**config.mk**
```make
export PLATFORM = sky130hd
export DESIGN_NAME = autokey_letter_stream_cipher_top
export DESIGN_NICKNAME = d
export VERILOG_FILES = /design/src/hw/rtl/alsc_pkg.sv /design/src/hw/rtl/autokey_letter_stream_cipher_top.sv
export VERILOG_INCLUDE_DIRS = /design/src /design/src/hw/rtl
export SDC_FILE = /design/constraint.sdc
export NUM_CORES = 1
export LEC_CHECK = 0
export BUFFER_PORTS_ARGS = -buffer_cell sky130_fd_sc_hd__buf_2
export CORE_MARGIN = 10
export CORE_UTILIZATION = 60
export CTS_CLUSTER_DIAMETER = 80
export DETAILED_ROUTE_END_ITERATION = 12
export GPL_TIMING_DRIVEN = 0
export PLACE_DENSITY = 0.88
export SYNTH_ARGS = -nofsm -noshare
export SYNTH_HDL_FRONTEND = slang
export SYNTH_SLANG_ARGS = --single-unit
```
**constraint.sdc**
```tcl
create_clock -name clock -period 9.4 [get_ports clock]
set_input_delay 1.88 -clock clock [delete_from_list [all_inputs] [get_ports clock]]
set_output_delay 1.88 -clock clock [all_outputs]
set_load 0.05 [all_outputs]
```
**src/hw/rtl/assert_macros.svh**
```systemverilog
// assertion helpers used by the rtl top file
`ifndef ASSERT_MACROS_SVH
`define ASSERT_MACROS_SVH

// same-cycle implication, checked outside reset
`define ASSERT_SAME(lbl, clk, rst, ante, cons, msg) \
   lbl: assert property (@(posedge clk) disable iff (rst) (ante) |-> (cons)) \
      else $error(msg);

// next-cycle implication, checked outside reset
`define ASSERT_NEXT(lbl, clk, rst, ante, cons, msg) \
   lbl: assert property (@(posedge clk) disable iff (rst) (ante) |=> (cons)) \
      else $error(msg);

`endif

```
**src/hw/rtl/alsc_pkg.sv**
```systemverilog
package alsc_pkg;

   // register indexes of the configuration port
   localparam logic [1:0] CSR_MODE           = 2'd0;
   localparam logic [1:0] CSR_START_KEY      = 2'd1;
   localparam logic [1:0] CSR_KEY_MULTIPLIER = 2'd2;
   localparam logic [1:0] CSR_KEY_ADDEND     = 2'd3;

   // register reset values
   localparam logic [15:0] RESET_START_KEY      = 16'd62153;
   localparam logic [15:0] RESET_KEY_MULTIPLIER = 16'd52845;
   localparam logic [15:0] RESET_KEY_ADDEND     = 16'd22719;

   // armor letters and the end-of-message suffix
   localparam logic [7:0] LETTER_A  = 8'd65;
   localparam logic [7:0] RADIX     = 8'd26;
   localparam logic [7:0] SUFFIX_P  = 8'd80;
   localparam logic [7:0] SUFFIX_C  = 8'd67;
   // (-65 * 27) mod 256, the letter offset folded into the pair rebuild
   localparam logic [7:0] PAIR_BIAS = 8'd37;

   // reciprocal of 26 scaled by 2^11, exact for all byte values
   localparam logic [6:0] RECIP_26  = 7'd79;
   localparam int         RECIP_SH  = 11;

   typedef enum logic {
      MODE_ENCRYPT = 1'b0,
      MODE_DECRYPT = 1'b1
   } mode_type;

   // key update on cipher byte c
   function automatic logic [15:0] advance_key(input logic [7:0] c,
                                               input logic [15:0] key,
                                               input logic [15:0] mult,
                                               input logic [15:0] addend);
      logic [15:0] t;
      logic [31:0] prod;
      t    = {8'd0, c} + key;
      prod = t * mult;
      return prod[15:0] + addend;
   endfunction

   // c / 26 for a byte
   function automatic logic [3:0] div26(input logic [7:0] c);
      logic [14:0] prod;
      prod = c * RECIP_26;
      return prod[RECIP_SH+3:RECIP_SH];
   endfunction

   // first armor letter of a cipher byte
   function automatic logic [7:0] letter_hi(input logic [7:0] c);
      return LETTER_A + {4'd0, div26(c)};
   endfunction

   // second armor letter of a cipher byte
   function automatic logic [7:0] letter_lo(input logic [7:0] c);
      logic [7:0] q26;
      q26 = {4'd0, div26(c)} * RADIX;
      return LETTER_A + (c - q26);
   endfunction

endpackage

```
**src/hw/rtl/autokey_letter_stream_cipher_top.sv**
```systemverilog
// Autokey letter stream cipher, one pass. In encrypt mode every request byte
// leaves as two armor letters; a byte marked end of message also emits the
// enciphered 'P','C' suffix, each as two letters. In decrypt mode one letter
// is taken per cycle unless the slot is held, and gives at most one result.
// The single result register takes one result per cycle while the sink is
// ready and is fed by the cipher-byte slot. A new request is taken while the
// result register still waits on the sink. The user must write configuration
// only while the block is idle; the block does not enforce it. Writing mode
// aborts any message in progress and writing start_key reloads the key.
`include "assert_macros.svh"

module autokey_letter_stream_cipher_top
   import alsc_pkg::*;
(
   input  logic        clock,
   input  logic        reset,
   // request channel
   input  logic        req_valid,
   output logic        req_ready,
   input  logic [7:0]  req_symbol,
   input  logic        req_end_of_message,
   // result channel
   output logic        rsp_valid,
   input  logic        rsp_ready,
   output logic [7:0]  rsp_out_byte,
   output logic        rsp_no_data,
   output logic        rsp_last_out,
   // configuration port
   input  logic        csr_write_enable,
   input  logic [1:0]  csr_index,
   input  logic [15:0] csr_write_data
);

   // configuration registers
   mode_type    mode_ff;
   logic [15:0] start_key_ff;
   logic [15:0] key_mult_ff;
   logic [15:0] key_addend_ff;

   // message state
   logic [15:0] running_key_ff, running_key_in;
   logic [7:0]  held_letter_ff, held_letter_in;
   logic        letter_pending_ff, letter_pending_in;
   logic [7:0]  delay0_ff, delay0_in;
   logic [7:0]  delay1_ff, delay1_in;
   logic [1:0]  delay_fill_ff, delay_fill_in;

   // slot holding the byte being emitted
   logic        slot_valid_ff, slot_valid_in;
   logic        slot_enc_ff, slot_enc_in;
   logic [7:0]  slot_byte_ff, slot_byte_in;
   logic        slot_no_data_ff, slot_no_data_in;
   logic        slot_last_ff, slot_last_in;
   logic        slot_phase_ff, slot_phase_in;
   logic [1:0]  slot_suffix_ff, slot_suffix_in;

   // result register
   logic        rsp_valid_ff, rsp_valid_in;
   logic [7:0]  rsp_byte_ff, rsp_byte_in;
   logic        rsp_no_data_ff, rsp_no_data_in;
   logic        rsp_last_ff, rsp_last_in;

   logic        emit;
   logic        slot_final;
   logic        accept;
   logic [7:0]  enc_byte;
   logic [7:0]  pair_byte;
   logic [7:0]  plain_byte;
   logic [7:0]  suffix_byte;

   // slot hands a result to the result register
   assign emit       = slot_valid_ff && (!rsp_valid_ff || rsp_ready);
   assign slot_final = !slot_enc_ff || (slot_phase_ff && (slot_suffix_ff == 2'd0));
   assign req_ready  = !slot_valid_ff || (emit && slot_final);
   assign accept     = req_valid && req_ready;

   // cipher arithmetic
   assign enc_byte    = req_symbol ^ running_key_ff[15:8];
   assign pair_byte   = held_letter_ff * RADIX + req_symbol + PAIR_BIAS;
   assign plain_byte  = pair_byte ^ running_key_ff[15:8];
   assign suffix_byte = ((slot_suffix_ff == 2'd2) ? SUFFIX_P : SUFFIX_C)
                        ^ running_key_ff[15:8];

   // next state of slot, key, pair and delay line
   always_comb begin
      running_key_in    = running_key_ff;
      held_letter_in    = held_letter_ff;
      letter_pending_in = letter_pending_ff;
      delay0_in         = delay0_ff;
      delay1_in         = delay1_ff;
      delay_fill_in     = delay_fill_ff;
      slot_valid_in     = slot_valid_ff;
      slot_enc_in       = slot_enc_ff;
      slot_byte_in      = slot_byte_ff;
      slot_no_data_in   = slot_no_data_ff;
      slot_last_in      = slot_last_ff;
      slot_phase_in     = slot_phase_ff;
      slot_suffix_in    = slot_suffix_ff;

      // slot progress on each emitted letter
      if (emit) begin
         if (slot_final) begin
            slot_valid_in = 1'b0;
         end else if (!slot_phase_ff) begin
            slot_phase_in = 1'b1;
         end else begin
            slot_byte_in   = suffix_byte;
            slot_phase_in  = 1'b0;
            slot_suffix_in = slot_suffix_ff - 2'd1;
            if (slot_suffix_ff == 2'd1) begin
               slot_last_in   = 1'b1;
               running_key_in = start_key_ff;
            end else begin
               running_key_in = advance_key(suffix_byte, running_key_ff,
                                            key_mult_ff, key_addend_ff);
            end
         end
      end

      // new request
      if (accept) begin
         if (mode_ff == MODE_ENCRYPT) begin
            running_key_in  = advance_key(enc_byte, running_key_ff,
                                          key_mult_ff, key_addend_ff);
            slot_valid_in   = 1'b1;
            slot_enc_in     = 1'b1;
            slot_byte_in    = enc_byte;
            slot_no_data_in = 1'b0;
            slot_last_in    = 1'b0;
            slot_phase_in   = 1'b0;
            slot_suffix_in  = req_end_of_message ? 2'd2 : 2'd0;
         end else begin
            slot_enc_in     = 1'b0;
            slot_phase_in   = 1'b0;
            slot_suffix_in  = 2'd0;
            slot_last_in    = req_end_of_message;
            slot_no_data_in = 1'b1;
            slot_byte_in    = 8'd0;
            slot_valid_in   = req_end_of_message;
            if (!letter_pending_ff) begin
               if (!req_end_of_message) begin
                  held_letter_in    = req_symbol;
                  letter_pending_in = 1'b1;
               end
            end else begin
               running_key_in    = advance_key(pair_byte, running_key_ff,
                                               key_mult_ff, key_addend_ff);
               letter_pending_in = 1'b0;
               held_letter_in    = 8'd0;
               if (delay_fill_ff[1]) begin
                  slot_valid_in   = 1'b1;
                  slot_no_data_in = 1'b0;
                  slot_byte_in    = delay0_ff;
                  delay0_in       = delay1_ff;
                  delay1_in       = plain_byte;
               end else begin
                  if (delay_fill_ff[0]) begin
                     delay1_in = plain_byte;
                  end else begin
                     delay0_in = plain_byte;
                  end
                  delay_fill_in = delay_fill_ff + 2'd1;
               end
            end
            // end of message clears the message state
            if (req_end_of_message) begin
               running_key_in    = start_key_ff;
               held_letter_in    = 8'd0;
               letter_pending_in = 1'b0;
               delay0_in         = 8'd0;
               delay1_in         = 8'd0;
               delay_fill_in     = 2'd0;
            end
         end
      end
   end

   // result register load
   always_comb begin
      rsp_valid_in   = rsp_valid_ff && !rsp_ready;
      rsp_byte_in    = rsp_byte_ff;
      rsp_no_data_in = rsp_no_data_ff;
      rsp_last_in    = rsp_last_ff;
      if (emit) begin
         rsp_valid_in   = 1'b1;
         rsp_no_data_in = slot_no_data_ff;
         if (!slot_enc_ff) begin
            rsp_byte_in = slot_byte_ff;
            rsp_last_in = slot_last_ff;
         end else if (!slot_phase_ff) begin
            rsp_byte_in = letter_hi(slot_byte_ff);
            rsp_last_in = 1'b0;
         end else begin
            rsp_byte_in = letter_lo(slot_byte_ff);
            rsp_last_in = slot_last_ff;
         end
      end
   end

   // configuration registers and message state
   always_ff @(posedge clock) begin
      if (reset) begin
         mode_ff           <= MODE_ENCRYPT;
         start_key_ff      <= RESET_START_KEY;
         key_mult_ff       <= RESET_KEY_MULTIPLIER;
         key_addend_ff     <= RESET_KEY_ADDEND;
         running_key_ff    <= RESET_START_KEY;
         held_letter_ff    <= 8'd0;
         letter_pending_ff <= 1'b0;
         delay0_ff         <= 8'd0;
         delay1_ff         <= 8'd0;
         delay_fill_ff     <= 2'd0;
      end else if (csr_write_enable) begin
         case (csr_index)
            CSR_MODE: begin
               mode_ff           <= mode_type'(csr_write_data[0]);
               running_key_ff    <= start_key_ff;
               held_letter_ff    <= 8'd0;
               letter_pending_ff <= 1'b0;
               delay0_ff         <= 8'd0;
               delay1_ff         <= 8'd0;
               delay_fill_ff     <= 2'd0;
            end
            CSR_START_KEY: begin
               start_key_ff   <= csr_write_data;
               running_key_ff <= csr_write_data;
            end
            CSR_KEY_MULTIPLIER: begin
               key_mult_ff <= csr_write_data;
            end
            CSR_KEY_ADDEND: begin
               key_addend_ff <= csr_write_data;
            end
            default: begin
            end
         endcase
      end else begin
         running_key_ff    <= running_key_in;
         held_letter_ff    <= held_letter_in;
         letter_pending_ff <= letter_pending_in;
         delay0_ff         <= delay0_in;
         delay1_ff         <= delay1_in;
         delay_fill_ff     <= delay_fill_in;
      end
   end

   // slot and result control
   always_ff @(posedge clock) begin
      if (reset) begin
         slot_valid_ff <= 1'b0;
         rsp_valid_ff  <= 1'b0;
      end else begin
         slot_valid_ff <= slot_valid_in;
         rsp_valid_ff  <= rsp_valid_in;
      end
   end

   // slot and result payload
   always_ff @(posedge clock) begin
      slot_enc_ff     <= slot_enc_in;
      slot_byte_ff    <= slot_byte_in;
      slot_no_data_ff <= slot_no_data_in;
      slot_last_ff    <= slot_last_in;
      slot_phase_ff   <= slot_phase_in;
      slot_suffix_ff  <= slot_suffix_in;
      rsp_byte_ff     <= rsp_byte_in;
      rsp_no_data_ff  <= rsp_no_data_in;
      rsp_last_ff     <= rsp_last_in;
   end

   assign rsp_valid    = rsp_valid_ff;
   assign rsp_out_byte = rsp_byte_ff;
   assign rsp_no_data  = rsp_no_data_ff;
   assign rsp_last_out = rsp_last_ff;

   // an encrypt request always fills the slot
   `ASSERT_NEXT(a_enc_fills_slot, clock, reset, accept && (mode_ff == MODE_ENCRYPT), slot_valid_ff, "encrypt request did not fill slot")
   // an end marker result always closes the message
   `ASSERT_SAME(a_marker_is_last, clock, reset, rsp_valid_ff && rsp_no_data_ff, rsp_last_ff, "end marker without last")
   // suffix bytes still owed means the slot is not the last byte
   `ASSERT_SAME(a_suffix_not_last, clock, reset, slot_valid_ff && (slot_suffix_ff != 2'd0), !slot_last_ff && slot_enc_ff, "suffix pending on last byte")
   // delay line never holds more than two bytes
   `ASSERT_SAME(a_fill_bound, clock, reset, delay_fill_ff[1], !delay_fill_ff[0], "delay fill overflow")

endmodule
```
==> flow_summary.yaml <==
run_status:
  outcome: "finished, violations left"
  violations: "negative setup slack"
sta:
  period_share_pct: 106
  setup_slack_ps: -560
  worst_slew_pin_slew_ps: 1250
  fmax_mhz: 100
  setup_viol: 3
  maxSlewHeadroom_pct: 16.4
  hold_viol_final: 0
  fin_skew_ps: 13.3
  rsz0062_at_grt: "yes"
  fin_crit_ps: 9960
  slew_viol_final: 0
floorplan:
  core_um2: 36700
  die-height_um: 213
  fp.dieW_um: 213
  die_area_um2: 45500
  rows: 70
  start_util_pct: 61.1
  boundaryPins: 44
clocking:
  insertion_delay_ps: 440
  cts_max_level: 4
  cts.sinks: 117
  cts_root_buffer: "clkbuf_16"
  cts_buffers: 17
  cts_tree: "done"
  cts_buffer_depth: 2
  clk_pin_slew_worst_paths_ps: 70
critical_path:
  crit_fanout: 7
  startpoint_type: "primary input"
  r2r-start: "held_letter_ff[0]$_SDFFE_PP0P_"
  arrival_ps: 10280
  crit_start: "req_symbol[2]"
  end_kind: "flip-flop"
  worstSetupPathType: "in2reg"
  slowest_delay_ps: 550
  required_ps: 9720
  cpMaxStageDelayCell: "fa_1"
min_path:
  min_path_type: "reg2reg"
  min_from: "slot_no_data_ff$_SDFFCE_PN0P_"
layout:
  instances_no_fill: 3266
  syn_to_final_growth_pct: 11.0
  layout_common_cells: "486 x inv_1, 399 x nand2_1, 299 x fa_1, 245 x ha_1, 120 x and2_1"
  final_layout_size_suffix_gt1_share_pct: 8.83
  final_common_cell: "inv_1"
  final_nets: 3376
placement:
  dp_hpwl_um: 64300
  placedCellCount: 3200
  gp_congestion: 1.04
  port_buffers: 41
run:
  maxCapViolations: 0
global_route:
  grt_usage_pct: 35.6
  gr-total-overflow: 0
  grt_max_degree: 17
  antenna_found_initial: 2
  grt_pass1_vias: 20200
  grt_first_pass_wirelength_um: 119000
route:
  via_count: 19800
  ant_nets: 0
  vias_per_cell: 6.07
  drcViolationCount: 0
  drtIter0Drc: 2417
  drtPass1Iterations: 6
  wl_um: 79700
  wl_per_cell_um: 24.4
synth:
  yosys_register_bits: 117
  syn_inst: 2690
  yosysSeqAreaShare_pct: 11.5
  ys.warnings.count: 0
  synth.distinct_cells: 78
  synthArstFlopShare_pct: 0
  synthesis.area_um2: 22400
  synth_fp_nets: 3283
  synth_ff_type: "dfxtp_1"
  syn_area_per_cell_um2: 8.33
  synth_edf_count: 23
stage by stage:
step	setup TNS, ps	utilization [%]	worst slack [ps]	hold slack, ps	area (um^2)
3_3_place_gp	-8700	63.4	-1910	403	23300
6_report	-770	67.8	-560	427	24900
2_1_floorplan	0	-	42.9	400	22500
4_1_cts	-481	67.4	-271	428	24700
3_5_place_dp	-8540	63.5	-1930	410	23300
5_1_grt	-1600	67.8	-784	446	24900
final timing paths:
| kind | endpoint | slack, ps | cells past startpoint |
|---|---|---|---|
| setup / recovery | running_key_ff[15]$_SDFFE_PP1P_ | -560 | 36 |
| hold / removal | rsp_no_data$_DFFE_PP_ | 430 | 0 |
| hold reg to reg | rsp_no_data$_DFFE_PP_ | 430 | 0 |
| setup reg to reg | running_key_ff[15]$_SDFFE_PP1P_ | -420 | 38 |
cells by family after synthesis:
group | Yosys count | share of synthesized area, %
buffers and inverters | 622 | 10.5
and+or+nand+nor | 820 | 16.8
DFF | 117 | 11.5
AOI/OAI and AO/OA | 351 | 9.82
muxes | 33 | 1.51
adders and majority gates | 564 | 41.7
xor gates and xnor gates | 183 | 8.21
synthesized netlist by cell type (all sizes together), types with 27 or more instances:
| master | n | share of area [%] |
|---|---|---|
| clkbuf | 111 | 1.9 |
| a21oi | 123 | 2.8 |
| dfxtp | 94 | 8.4 |
| xnor2 | 128 | 5.1 |
| nand3 | 40 | 0.89 |
| ha | 256 | 14 |
| nor2b | 37 | 1.0 |
| fa | 305 | 27 |
| nand2b | 36 | 1.0 |
| o21ai | 81 | 1.8 |
| nand2 | 405 | 6.8 |
| nor2 | 117 | 2.0 |
| inv | 492 | 8.2 |
| xor2 | 41 | 1.7 |
| mux2i | 27 | 1.2 |
| and2 | 124 | 3.5 |
| nor3 | 27 | 0.60 |
sequential cells by signal, indices dropped and copies added (netlist names), 8 cells and up:
| signal | cells |
|---|---|
| slot_byte_ff | 8 |
| running_key_ff | 16 |
| key_mult_ff | 16 |
| delay1_ff | 8 |
| delay0_ff | 8 |
| key_addend_ff | 16 |
| start_key_ff | 16 |
| rsp_out_byte | 8 |
what timing repair did:
item | in CTS | in global routing
hold buffers | 0 | 0
setup buffers | 29 | 3
endpoints found under the hold margin | 0 | 0
pin swaps | 72 | 15
setup endpoints to repair | 6 | 6
cloned | 0 | 0
gates resized for setup | 118 | 26
layer usage:
layer	up-vias	global-route usage, %	share of wire [%]	routed length [um]
li1	8627	-	-	-
met3	295	10.4	12	9450
met2	1187	54.9	44	35500
met4	0	18.3	5.9	4680
met1	9709	44.6	38	30100
met5	-	0	0	0
worst max-delay path: cells and delay by family:
kind            cells  cell delay (ps)
fa+ha+maj          10             4090
compound gates      8             1880
buf+inv            12             1040
xor+xnor            4              860
simple gates        2              530
layout make-up:
class,instances,area [um^2]
multi-input cells,1951,18300
fillers,2945,11800
flip-flops and latches,117,2570
inverters,493,1860
well taps,468,586
plain buffers,129,510
repair buffers,74,508
clock buffers,17,425
clock inverters,15,133
diodes,2,5.00
Power is not shown: default switching activity piles up to over one toggle a cycle in this logic, so the estimate is an artifact.
